==> src/hw/rtl/bess_pkg.sv <==
// Shared types and constants for the curve even-spacing sampler.
// Used by the controller, the datapath and the top level.
`default_nettype none
package bess_pkg;

  localparam int unsigned StepsDef  = 1000;
  localparam int unsigned CoordW    = 24;
  localparam int unsigned OpW       = 5;
  localparam int unsigned NumOps    = 18;
  localparam int unsigned SqrtIters = 25;
  localparam int unsigned SqCntW    = 5;

  // datapath micro-operations, one per cycle of the multiply phase
  localparam logic [OpW-1:0] OpUU      = 5'd0;
  localparam logic [OpW-1:0] OpUT      = 5'd1;
  localparam logic [OpW-1:0] OpTT      = 5'd2;
  localparam logic [OpW-1:0] OpW0      = 5'd3;
  localparam logic [OpW-1:0] OpW1      = 5'd4;
  localparam logic [OpW-1:0] OpW2      = 5'd5;
  localparam logic [OpW-1:0] OpW3      = 5'd6;
  localparam logic [OpW-1:0] OpAccX0   = 5'd7;
  localparam logic [OpW-1:0] OpAccY0   = 5'd11;
  localparam logic [OpW-1:0] OpAccYEnd = 5'd14;
  localparam logic [OpW-1:0] OpPoint   = 5'd15;
  localparam logic [OpW-1:0] OpDxx     = 5'd16;
  localparam logic [OpW-1:0] OpDyy     = 5'd17;

  typedef enum logic [3:0] {
    ST_IDLE = 4'b0001,
    ST_MUL  = 4'b0010,
    ST_SQRT = 4'b0100,
    ST_FIN  = 4'b1000
  } state_e;

  typedef struct packed {
    logic           load;
    logic           idle_resp;
    logic           op_en;
    logic [OpW-1:0] op;
    logic           sq_init;
    logic           sq_step;
    logic           finish;
  } cmd_t;

  typedef struct packed {
    logic active;
    logic out_free;
  } status_t;

endpackage
`default_nettype wire

==> src/hw/rtl/bess_ctrl.sv <==
// Sequencing state machine for the sampler.
// Drives cmd_t to bess_datapath; depends on bess_pkg.
`default_nettype none
module bess_ctrl
  import bess_pkg::*;
(
  input  wire logic    clk_i,
  input  wire logic    rst_ni,
  input  wire logic    req_valid_i,
  input  wire logic    req_mode_i,
  output logic         req_ready_o,
  input  wire status_t st_i,
  output cmd_t         cmd_o
);

  state_e          state_q, state_d;
  logic [OpW-1:0]  op_q, op_d;
  logic [SqCntW-1:0] sq_q, sq_d;
  logic            acc;

  assign req_ready_o = (state_q == ST_IDLE) && st_i.out_free;
  assign acc         = req_valid_i && req_ready_o;

  always_comb begin
    state_d = state_q;
    op_d    = op_q;
    sq_d    = sq_q;
    cmd_o   = '0;
    case (state_q)
      ST_IDLE: begin
        if (acc) begin
          if (!req_mode_i) begin
            cmd_o.load = 1'b1;
          end else if (!st_i.active) begin
            cmd_o.idle_resp = 1'b1;
          end else begin
            state_d = ST_MUL;
            op_d    = '0;
          end
        end
      end
      ST_MUL: begin
        cmd_o.op_en = 1'b1;
        cmd_o.op    = op_q;
        if (op_q == OpW'(NumOps - 1)) begin
          state_d = ST_SQRT;
          sq_d    = '0;
        end else begin
          op_d = op_q + 1'b1;
        end
      end
      ST_SQRT: begin
        if (sq_q == '0) cmd_o.sq_init = 1'b1;
        else            cmd_o.sq_step = 1'b1;
        if (sq_q == SqCntW'(SqrtIters)) begin
          state_d = ST_FIN;
        end else begin
          sq_d = sq_q + 1'b1;
        end
      end
      ST_FIN: begin
        cmd_o.finish = 1'b1;
        state_d      = ST_IDLE;
      end
      default: state_d = ST_IDLE;
    endcase
  end

  always_ff @(posedge clk_i or negedge rst_ni) begin
    if (!rst_ni) begin
      state_q <= ST_IDLE;
      op_q    <= '0;
      sq_q    <= '0;
    end else begin
      state_q <= state_d;
      op_q    <= op_d;
      sq_q    <= sq_d;
    end
  end

  a_fin_free: assert property (@(posedge clk_i) disable iff (!rst_ni)
    cmd_o.finish |-> st_i.out_free) else $error("result register busy at finish");
  a_mul_active: assert property (@(posedge clk_i) disable iff (!rst_ni)
    (state_q == ST_MUL) |-> st_i.active) else $error("step run without a curve");
  a_step_start: assert property (@(posedge clk_i) disable iff (!rst_ni)
    (acc && req_mode_i && st_i.active) |=> (state_q == ST_MUL))
    else $error("step request did not start evaluation");

endmodule
`default_nettype wire

==> config.mk <==
export PLATFORM = sky130hd
export DESIGN_NAME = bess_ctrl
export DESIGN_NICKNAME = d
export VERILOG_FILES = /design/src/hw/rtl/bess_pkg.sv /design/src/hw/rtl/bess_ctrl.sv
export SDC_FILE = /design/constraint.sdc
export NUM_CORES = 1
export LEC_CHECK = 0
export BUFFER_PORTS_ARGS = -buffer_cell sky130_fd_sc_hd__buf_2
export CAP_MARGIN = 20
export CORE_UTILIZATION = 45
export CTS_CLUSTER_SIZE = 25
export DETAILED_ROUTE_END_ITERATION = 16
export GPL_ROUTABILITY_DRIVEN = 0
export PLACE_DENSITY = 0.68
export SLEW_MARGIN = 30
export SYNTH_ARGS = -nofsm -noshare
export SYNTH_HDL_FRONTEND = slang
export SYNTH_SLANG_ARGS = --single-unit
==> constraint.sdc <==
create_clock -name clk_i -period 3.5 [get_ports clk_i]
set_clock_uncertainty 0.2 [all_clocks]
set_input_delay 0.175 -clock clk_i [delete_from_list [all_inputs] [get_ports clk_i]]
set_output_delay 0.175 -clock clk_i [all_outputs]
set_load 0.01 [all_outputs]
==> results of run 1 <==
[what timing repair did]
action / CTS / global route
hold buffers: 1 / 0
endpoints found under the hold margin: 14 / 0
setup endpoints to repair: 0 / 0
[routing by layer]
layer / up-vias / global-route usage, % / wire length, um
met3: 2 / 2.40 / 44
met2: 11 / 26.7 / 723
met5: - / 0 / 0
met4: 0 / 10.9 / 12
met1: 309 / 23.1 / 791
li1: 347 / - / -
[stage by stage]
| step | utilization, % | std cells | hold WS, ns |
|---|---|---|---|
| after floorplan | - | 85 | -0.321 |
| after global placement | 54.7 | 126 | -0.116 |
| after CTS | 57.4 | 131 | 0.112 |
| final | 57.4 | 131 | 0.112 |
| after global routing | 57.4 | 131 | 0.144 |
| after detailed placement | 54.7 | 126 | -0.116 |
[registers in the layout (all words and copies together) (netlist names)]
register,flops
op_q,5
sq_q,5
state_q,4
[cells in the final DEF (no fill, tap or decap), drive strengths merged, types with 2 or more instances in the layout]
cell type / instances
nand4: 4
buf: 17
clkbuf: 4
nor4b: 4
and2: 7
nand2: 4
dfrtp: 13
a22o: 3
xor2: 2
nor2: 10
mux2i: 2
ha: 5
o21ai: 5
nand3: 3
inv: 6
xnor2: 2
a21oi: 4
[power groups by stage]
stage	clock (W)	sequential (W)	combinational, W
2_1_floorplan	0	0.000177	0.0000171
5_1_grt	0.000124	0.000177	0.0000321
3_3_place_gp	0	0.000179	0.0000274
3_5_place_dp	0	0.000179	0.0000275
6_report	0.000115	0.000176	0.0000280
4_1_cts	0.000120	0.000176	0.0000285
[worst max path at each step]
stage / cells past startpoint / slack [ns] / to / startpoint
floorplan: 4 / 1.65 / cmd_o[9] / state_q[1]$_DFFE_PN0P_
global placement: 5 / 1.59 / op_q[2]$_DFFE_PN0P_ / state_q[3]$_DFFE_PN0P_
detailed placement: 5 / 1.52 / op_q[4]$_DFFE_PN0P_ / state_q[3]$_DFFE_PN0P_
CTS: 5 / 1.31 / cmd_o[9] / state_q[1]$_DFFE_PN0P_
global route: 5 / 1.11 / cmd_o[9] / state_q[1]$_DFFE_PN0P_
finish: 5 / 1.31 / cmd_o[9] / state_q[1]$_DFFE_PN0P_
[cell families (layout without fill, tap and decap cells)]
kind of cell | count (synthesis) | after routing | share of synthesized area (%)
xor+xnor | 4 | 4 | 4.19
flops | 14 | 14 | 42.1
simple gates | 38 | 38 | 28.7
fa+ha+maj | 5 | 5 | 7.49
compound gates | 15 | 15 | 11.5
mux | 2 | 2 | 2.40
buf+inv | 7 | 28 | 3.59
[layout make-up]
type,instances,area [um^2]
flip-flops and latches,14,352
repair buffers,18,95.1
fillers,162,736
clock buffers,4,36.3
well taps,25,31.3
multi-input cells,64,454
inverters,6,22.5
==> run summary, run 1 <==
The worst slack at placement came out at approximately 1.5 ns. The largest individual stage delay along the critical path comes from the cell sky130_fd_sc_hd__nor4b_1. The data arrival at the endpoint of the critical path is between 1.5 and 2 ns.

The synthesized design spends more area on one cell type than any other, namely sky130_fd_sc_hd__dfrtp_1. The class of the worst hold path is input pin to async pin. The final critical delay including setup and external delays is 2.19 ns. The final-report max-slew violation count is 0. The synthesized netlist net count is 96. The die footprint came out at 2030 um^2.

The internal portion of total power is about 0.00024 W. The number of resized instances in the post-cts repair step is 0. The final critical-path setup slack came out at about 1.3 ns.

The design draws between 0.0003 and 0.0004 W. The number of I/O pins is 18. The count of warnings emitted by yosys came out at 0. In this run the critical register-to-register path is launched from state_q[3]$_DFFE_PN0P_. The number of antenna violations at the first check in global routing came out at 0. The post-detailed-route wirelength per cell is 12.0 um. The count of endpoints failing setup in the final report came out at 0. TritonCTS built the clock tree.

The antenna diode instance count came out at 0. The top cell family by delay on the critical path is simple AND/OR/NAND/NOR gates. The residual overflow from global routing is 0. The total leakage power came out at ~0.47 nW. The via count is about 670.

The half-perimeter wire length after detailed placement came out at 1200 um. The detailed-route wire length is 1570 um. The relative slew slack is 58.1%. The root cell of the clock tree is sky130_fd_sc_hd__clkbuf_4. The final-layout setup total negative slack is 0 ns. The first detailed-routing pass ran for 2 iterations. Once detail routing completed, the nets flagged for antenna violations numbered 0. The number of endpoints with negative hold slack in the final report is 0. Counting both buffers and inverters, the worst setup path holds a total of 1. The synthesized design contains 14 register bits. The number of DRC markers in iteration 0 came out at 5. After detailed placement, the total cell area comes to ~940 um^2. Of the cells placed in the final design, the portion with a size suffix greater than 1 is approximately 25%. The largest voltage drop on the vdd net is roughly 0.00028 V. The die extent in x came out at around 45 um. The post-CTS setup buffer count came out at 0. The fraction of synthesis flops using an asynchronous set or reset pin came out at 100%. The highest clock frequency the design can meet is ~460 MHz. The maximum number of pins on one net before global-route repair came out at 15. The effective utilization at floorplan came out at 48.4%. The sequential fraction of the synthesis area came out at 42.1%. The number of clock buffers inserted by TritonCTS is 3. In this run the tool buffered the top-level ports with 17 buffer cells. After detailed routing, the number of remaining DRC violations is 0. The worst reg-to-reg setup slack came out at about 1.5 ns. The number of synthesized flops with an enable pin is 0. The final period utilization is a little over three fifths. By instance count, the leading cell after synthesis is sky130_fd_sc_hd__dfrtp_1. Sorting the synthesized cells by area gives the leading types as sky130_fd_sc_hd__dfrtp_1, sky130_fd_sc_hd__ha_1, sky130_fd_sc_hd__and2_1. The row count is 15. The portion of total power attributed to sequential cells is a little under three fifths.

The nature of the critical path endpoint is an output port. Traced cell by cell, the critical path runs through nor4b_1 > and2_1 > nand2_1 > nor3b_1 > buf_2. The deepest level of the CTS H-tree came out at 1. The wire length of the first global-routing pass is around 2500 um. The overall routing resource usage is 17.4%. The clock insertion delay at the later pin of the skew report came out at roughly 0.27 ns. The number of cells on the worst reg-to-reg path is 5. The area share of the largest cell type after synthesis is about two fifths. After clock tree synthesis, the clock-pin slew on the worst setup and hold paths is roughly 0.080 ns. The number of clock sinks is 14. The mean instance size in the synthesized netlist came out at between 9 and 10 um^2. The run finished with clean final reports. The kind of launch point of the worst setup path is a flop. The fraction of power spent switching nets came out at 23.6%. The biggest cell delay along the critical path came out at between 0.4 and 0.5 ns. Summed over all nets, the switching power comes to around 0.000075 W.

The critical path is of the flop to output port type. The largest fanout on the critical path is 7. The clock tree buffer depth is 2. The relative area change from synthesis to final layout is 18.6%. The power per cell area came out at roughly 320 nW/um^2. The required time at the worst-slack endpoint came out at between 3 and 4 ns. The distinct cell type count of the synthesized netlist came out at 31.

Setup repair after global routing left no endpoint under its margin. The worst register-to-register path ends at op_q[4]$_DFFE_PN0P_. Max-cap violations in this run came to 0. For this run, the leading register cell type out of synthesis is sky130_fd_sc_hd__dfrtp_1. The clock network accounts for around 36% of the total power.

The floorplan step set the die height to roughly 45 um. The detail-routed via count per cell is a little over 5. After routing the design area is between 900 and 1000 um^2. At the pin with the least slew margin, the transition time is around 0.63 ns.

The total area inside the core boundary comes to between 1500 and 2000 um^2. Of the total power, combinational logic draws 8.8%. The final net count is 118. The cell count after synthesis came out at between 80 and 90. The cell area after synthesis is between 800 and 900 um^2.

The number of global-route vias before repair came to ~540. In the synthesized netlist, the cells that appear most often are sky130_fd_sc_hd__dfrtp_1, sky130_fd_sc_hd__nor2_1, sky130_fd_sc_hd__and2_1, sky130_fd_sc_hd__ha_1, sky130_fd_sc_hd__inv_1.
Power figures use the tool's default switching activity.
==> inputs of run 2 (changes only) <==
--- a/config.mk
+++ b/config.mk
@@ -5,13 +5,14 @@
 export SDC_FILE = /design/constraint.sdc
 export NUM_CORES = 1
 export LEC_CHECK = 0
+export ABC_AREA = 1
 export BUFFER_PORTS_ARGS = -buffer_cell sky130_fd_sc_hd__buf_2
 export CAP_MARGIN = 20
 export CORE_UTILIZATION = 45
 export CTS_CLUSTER_SIZE = 25
 export DETAILED_ROUTE_END_ITERATION = 16
 export GPL_ROUTABILITY_DRIVEN = 0
-export PLACE_DENSITY = 0.68
+export PLACE_DENSITY = 0.67
 export SLEW_MARGIN = 30
 export SYNTH_ARGS = -nofsm -noshare
 export SYNTH_HDL_FRONTEND = slang
==> constraint.sdc (replaced) <==
create_clock -name clk_i -period 2.02 [get_ports clk_i]
set_clock_uncertainty 0.2 [all_clocks]
set_input_delay 0.101 -clock clk_i [delete_from_list [all_inputs] [get_ports clk_i]]
set_output_delay 0.101 -clock clk_i [all_outputs]
set_load 0.01 [all_outputs]
==> run summary, run 2 <==
The portion of total power attributed to sequential cells is a little over a third. The library cell occupying the most area in the post-synthesis netlist is sky130_fd_sc_hd__dfrtp_1. The count of endpoints failing setup in the final report came out at 0.

The sequential fraction of the synthesis area is a little over a third. The clock tree buffer depth came out at 2. Tracing the worst setup path back leads to its startpoint at state_q[0]$_DFFE_PN1P_.

In this run the power spent charging and discharging nets is between 0.0004 and 0.0005 W. The half-perimeter wire length after detailed placement is approximately 1500 um. The final-report max-slew violation count is 0. The fill cell instance count of the final layout is between 150 and 200. The required time at the worst-slack endpoint is about 1.7 ns. The die covers ~2400 um^2. For this run, the number of Yosys warnings is 0. The number of global-route vias before repair came out at roughly 840. The maximum number of pins on one net before global-route repair is 15. The transition time at the pin with the least slew margin is approximately 0.36 ns. Leaving out fill and tap cells, the most frequent cell in the layout is sky130_fd_sc_hd__nand2_1.

The fraction of power spent switching nets came out at a little over two fifths. The highest clock frequency the design can meet came out at 542 MHz. The total leakage power came out at 0.607 nW. The relative area change from synthesis to final layout came out at 17.3%. The total iterations of the first detailed-routing run came out at 4. The run finished with clean final reports. The number of endpoints with negative hold slack in the final report is 0. The number of antenna violations at the first check in global routing came out at 0. The largest fanout on the critical path is 5. The row count came out at 16.

Input and output buffers added on the ports amount to 17. For this block, the via count after detailed routing is 870. The relative slew slack came out at about 76%. The post-synthesis cell count came out at about 140.

The nature of the critical path endpoint is an output port. The die extent in x is a little under 50 um. 0 antenna diodes ended up in the layout. The detailed-route wire length is 1840 um.

At the worst endpoint, the arrival time is 1.54 ns. The end of the worst register-to-register path is op_q[0]$_DFFE_PN0P_. The biggest cell delay along the critical path is 0.57 ns. The internal portion of total power came out at 0.000604 W. The number of synthesized register bits is 14. Dividing the detail-routed via count by the number of cells gives approximately 4.8.

The number of clock sinks came out at 14. The area share of the largest cell type after synthesis came out at ~33%. Dividing the detail-routed wire length by the instance count gives 10.0 um. The clock insertion delay at the later pin of the skew report came out at 0.27 ns. The cell sitting at the root of the clock tree is a sky130_fd_sc_hd__clkbuf_4. The worst reg-to-reg setup slack came out at between 0.3 and 0.4 ns. The largest individual stage delay along the critical path comes from the cell sky130_fd_sc_hd__dfstp_2. The sequential standard cell area came out at roughly 350 um^2.

Setup repair after global routing left no endpoint under its margin. In this run, synthesis inferred 0 flip-flops with an integrated enable. Yosys attributes the largest share of cell area to sky130_fd_sc_hd__dfrtp_1, sky130_fd_sc_hd__nand2_1, sky130_fd_sc_hd__nor2_1. Leaving out fill and tap cells, the most frequent cells in the layout are sky130_fd_sc_hd__nand2_1, sky130_fd_sc_hd__nor2_1, sky130_fd_sc_hd__inv_1.

The effective utilization at floorplan came out at between 40% and 50%. The clock-pin slew reported for the worst setup and hold paths after clock tree synthesis is ~0.080 ns. sky130_fd_sc_hd__nand2_1 is the most common cell in the netlist. The cell area after synthesis came out at around 990 um^2. Counting cells, the worst reg-to-reg path comes to 8. The final-layout setup total negative slack is 0 ns. The final period utilization came out at between 90% and 100%. The critical path goes through inv_1 > nor2_2 > nand2_2 > nor2_2 > nand2_1 > nor3_2 > buf_2. The kind of launch point of the worst setup path is a flop.

The area taken by multi-input logic gates is around 570 um^2. The overall routing resource usage came out at a little under a fifth. In this design, the critical path's most frequently occurring cell is sky130_fd_sc_hd__nor2_2. For this block, the initial DRC count from the detailed router was 5.

The worst-case IR drop observed on VDD is 0.000579 V. The residual overflow from global routing is 0. The number of DRC violations after detailed routing came out at 0. For the finished layout, the period the worst path requires is 1.84 ns.

The deepest level of the CTS H-tree is 1. In the final layout, the share of cells above drive strength 1 is about a quarter. In this run the worst hold path is classified as input pin to async pin. The final net count came out at 168.

The tool flagged a number of max-cap violations equal to 0. The synthesized netlist net count came out at about 150. The fraction of synthesis flops using an asynchronous set or reset pin came out at 100%. The combinational fraction of design power is between 40% and 50%.

The startpoint identified for the worst register-to-register timing path is state_q[2]$_DFFE_PN0P_. The number of nets with antenna violations after detailed routing came out at 0. The share of total power dissipated in the clock network is 18.2%. The average instance in the mapped netlist occupies 7.33 um^2. The first global-routing pass estimated 3410 um of wire. Measured on the finished design, the core utilization comes to between 50% and 60%. The worst setup path category is flop to output port.

The core footprint is between 2000 and 2500 um^2. The distinct cell type count of the synthesized netlist is 24. TritonCTS built the clock tree. For this run, the leading register cell type out of synthesis is sky130_fd_sc_hd__dfrtp_1.

The number of I/O pins came out at 18. The power per cell area is about 900 nW/um^2. The largest registers in the layout are op_q x5, sq_q x5, state_q x4. The commonest cells after synthesis are sky130_fd_sc_hd__nand2_1, sky130_fd_sc_hd__nor2_1, sky130_fd_sc_hd__inv_1, sky130_fd_sc_hd__dfrtp_1, sky130_fd_sc_hd__nand3_1. The die is between 40 and 50 um tall. The number of clock buffers inserted by TritonCTS is 3.
[run 2: cell types whose count changed in the layout (fill, tap and decap cells not counted), sizes merged, moves of 2 or more]
cell / change
nor4: +2
nand3: +9
nor4b: -4
nand4: -2
a22o: -3
mux2i: -2
nor3: +2
and2: -7
nand2: +32
a21oi: -3
inv: +12
nor2: +20
[run 2: worst max-delay path by stage]
stage / to / slack, ns / cells after the start
after floorplan: cmd_o[9] / 0.37 / 6
after global placement: op_q[0]$_DFFE_PN0P_ / 0.39 / 9
after detailed placement: op_q[2]$_DFFE_PN0P_ / 0.34 / 8
after CTS: cmd_o[9] / 0.1 / 7
after global routing: cmd_o[9] / 0.009 / 7
final: cmd_o[9] / 0.18 / 7
[run 2: what timing repair did]
item | CTS | global route
hold buffers | 1 | 0
setup endpoints to repair | 0 | 2
gates resized for setup | 0 | 2
buffers inserted | 0 | 1
hold endpoints to repair | 14 | 0
[run 2: kinds of logic (layout without fill, tap and decap cells)]
kind of cell | Yosys count | after routing | synth area share (%)
AND/OR/NAND/NOR | 84 | 84 | 42.2
buffers and inverters | 20 | 41 | 7.71
flip-flops | 14 | 14 | 35.5
AO/OA/AOI/OAI | 7 | 7 | 3.79
adder cells (fa/ha/maj) | 5 | 5 | 6.32
XOR/XNOR | 5 | 5 | 4.43
[run 2: layer usage]
| metal | up-vias | GRT usage, % | part of all wire [%] |
|---|---|---|---|
| li1 | 469 | - | - |
| met5 | - | 0 | 0 |
| met3 | 2 | 4.67 | 2.4 |
| met4 | 0 | 3.43 | 0.54 |
| met2 | 7 | 30.1 | 47 |
| met1 | 392 | 23.8 | 50 |
[run 2: worst max-delay path: cells and delay by family, from the launching register on]
family	cells	cell delay, ns
buffers and inverters	2	0.21
DFF	1	0.57
and+or+nand+nor	5	0.49
[run 2: layout make-up]
class,instances,area share (%)
Tap cell,27,2.91
Inverter,18,5.82
Clock buffer,4,3.13
Multi-Input combinational cell,101,49.0
Sequential cell,14,30.3
Timing Repair Buffer,19,8.84
[run 2: per-stage QoR]
stage                     total power (W)  std cells  setup WS, ns  area [um^2]  hold WS [ns]
after detailed placement         0.000848        177         0.342         1100        -0.193
after global placement           0.000836        177         0.389         1100        -0.194
after CTS                         0.00105        182        0.0993         1150        0.0368
after floorplan                  0.000748        135         0.374          990        -0.395
after global routing              0.00115        183       0.00882         1160        0.0773
final                             0.00105        183         0.176         1160        0.0409
[run 2: power groups by stage]
stage	clock, W	sequential, W	combinational [W]
global placement	0	0.000390	0.000446
CTS	0.000200	0.000386	0.000461
finish	0.000191	0.000384	0.000475
global route	0.000215	0.000390	0.000541
detailed placement	0	0.000392	0.000456
floorplan	0	0.000376	0.000372
==> inputs of run 3 (changes only) <==
==> constraint.sdc (replaced) <==
create_clock -name clk_i -period 2.2 [get_ports clk_i]
set_clock_uncertainty 0.2 [all_clocks]
set_input_delay 0.11 -clock clk_i [delete_from_list [all_inputs] [get_ports clk_i]]
set_output_delay 0.11 -clock clk_i [all_outputs]
set_load 0.01 [all_outputs]
==> run summary, run 3 (synthesis results as in run 2) <==
TritonCTS built the clock tree. The final layout contains routed wiring with a total length of between 1500 and 2000 um. The count of endpoints failing setup in the final report came out at 0. The effective utilization at floorplan came out at about half. The detailed router placed ~860 vias in this run. The number of global-route vias before repair is 834.

The floorplan step set the die height to just under 50 um. The first global-routing pass estimated 3420 um of wire. The nature of the critical path endpoint is an output port. The largest voltage drop on the vdd net is roughly 0.00056 V. The number of buffers inserted by hold repair at cts is 1. The deepest level of the CTS H-tree is 1. Along the worst path, the maximum fanout reaches 5. The number of endpoints with negative hold slack in the final report was 0. The library cells used most frequently in the layout, excluding fill and tap cells, are sky130_fd_sc_hd__nand2_1, sky130_fd_sc_hd__nor2_1, sky130_fd_sc_hd__inv_1.

The number of nets with antenna violations after detailed routing came out at 0. The die footprint is ~2400 um^2. The number of DRC markers in iteration 0 came out at 13. The clock-pin slew reported for the worst setup and hold paths after clock tree synthesis came out at roughly 0.08 ns. Buffers added to address setup during post-CTS repair amount to 0. The largest registers in the layout are op_q x5, sq_q x5, state_q x4. The transition time at the pin with the least slew margin came out at 0.366 ns.

Entering global routing, the biggest net connects 15 pins. The clock insertion delay at the later pin of the skew report is around 0.28 ns. Post-CTS repair changed the size of 0 cells.

Timing analysis after detailed placement gives a worst setup slack of between 0.5 and 0.6 ns. The final-layout setup total negative slack came out at 0 ns. The final critical-path setup slack is 0.292 ns. The post-detailed-route wirelength per cell came out at 10.2 um.

The total iterations of the first detailed-routing run is 6. The worst path needs 1.91 ns of the cycle, external delays included. Setup repair after global routing left no endpoint under its margin. 0 antenna diodes ended up in the layout. The area of all placed cells without fillers is ~1100 um^2. The standard cell area after detailed placement is 1100 um^2. The run finished with clean final reports. The relative slew slack is between 70 and 80%.

The number of DRC violations after detailed routing came out at 0. The tightest min-delay check is of the input pin to async pin type. The number of I/O pins came out at 18. The number of clock buffers inserted by TritonCTS is 3. The residual overflow from global routing came out at 0.

CTS placed an instance of sky130_fd_sc_hd__clkbuf_4 at the clock tree root. The final period utilization is approximately 87%. Across every metal layer, demand over resource in global routing totals 18.0%.

The share of post-route cells with drive strength above 1 is 21.9%. The power per cell area is between 800 and 900 nW/um^2. The completed layout was analyzed and its total power is 0.000954 W. The half-perimeter wire length after detailed placement is 1490 um. The row count came out at 16. For the worst setup path, the data arrival time is 1.60 ns.

The critical path in this run is classified as flop to output port. Timing would allow up to ~520 MHz. The die extent in x came out at 48.9 um. In the final design database the tool counted approximately 170 nets. The required time at the worst-slack endpoint is about 1.9 ns. The most common cell after layout, fill and taps aside is sky130_fd_sc_hd__nand2_1. The clock passes through at most 2 buffers. The count of max-cap constraint violations came out at 0. The kind of launch point of the worst setup path is a flop. The core footprint came out at ~2000 um^2. The count of buffers from port buffering is 17. The final-report max-slew violation count came to 0.

The detail-routed via count per cell is roughly 4.7. The number of antenna violations at the first check in global routing is 0. The total leakage power is approximately 0.6 nW. The relative area change from synthesis to final layout came out at 15.8%. The number of clock sinks is 14.
run 3: cell count changes in the layout (fill, tap and decap cells not counted):
| cell | previous run | this run |
|---|---|---|
| sky130_fd_sc_hd__buf_4 | 1 | 0 |
| sky130_fd_sc_hd__nor2_1 | 22 | 23 |
| sky130_fd_sc_hd__nor2_2 | 4 | 3 |
| sky130_fd_sc_hd__nor3_1 | 1 | 2 |
| sky130_fd_sc_hd__nor3_2 | 1 | 0 |
run 3: cell type report:
cell class / instances / area, um^2
Inverter: 18 / 67.6
Fill cell: 195 / 876
Tap cell: 27 / 33.8
Timing Repair Buffer: 18 / 95.1
Multi-Input combinational cell: 101 / 562
Clock buffer: 4 / 36.3
Sequential cell: 14 / 352
run 3: per-stage QoR:
step                      util (%)  hold slack (ns)  instances
final                         56.7           0.0437        182
after global routing          56.7           0.0896        182
after CTS                     56.7           0.0450        182
after detailed placement      54.4           -0.184        177
after global placement        54.4           -0.185        177
after floorplan                  -           -0.386        135
run 3: worst paths after layout:
| kind | from | to | slack (ns) | cells past startpoint |
|---|---|---|---|---|
| max in group asynchronous | rst_ni | state_q[0]$_DFFE_PN1P_ | 1.47 | 2 |
| hold / removal | rst_ni | op_q[4]$_DFFE_PN0P_ | 0.04 | 2 |
| hold reg to reg | state_q[0]$_DFFE_PN1P_ | state_q[0]$_DFFE_PN1P_ | 0.29 | 2 |
| min in group clk_i | st_i[1] | state_q[1]$_DFFE_PN0P_ | 0.14 | 5 |
| setup / recovery | state_q[0]$_DFFE_PN1P_ | cmd_o[9] | 0.29 | 7 |
| setup reg to reg | state_q[2]$_DFFE_PN0P_ | op_q[0]$_DFFE_PN0P_ | 0.49 | 8 |
run 3: worst max-delay path, stage by stage (launching register included):
cell                      delay (ns)
sky130_fd_sc_hd__dfstp_2        0.57
sky130_fd_sc_hd__inv_1          0.07
sky130_fd_sc_hd__nor2_2         0.11
sky130_fd_sc_hd__nand2_2        0.10
sky130_fd_sc_hd__nor2_1         0.13
sky130_fd_sc_hd__nand2_1        0.08
sky130_fd_sc_hd__nor3_1         0.12
sky130_fd_sc_hd__buf_2          0.15
run 3: layer usage:
metal  share of wire, %  up-vias  routed length (um)  GRT usage [%]
met2                 47       12                 868           30.1
met5                  0        -                   0              0
met3                3.5        0                  65           4.67
met1                 50      384                 924           23.8
met4                  0        0                   0           2.94
li1                   -      463                   -              -
run 3: power by group:
| group | internal (W) | leakage, nW | switching [W] |
|---|---|---|---|
| clock | 0.000101 | 0.0210 | 0.0000786 |
| combinational | 0.000141 | 0.390 | 0.000281 |
| sequential | 0.000303 | 0.190 | 0.0000501 |
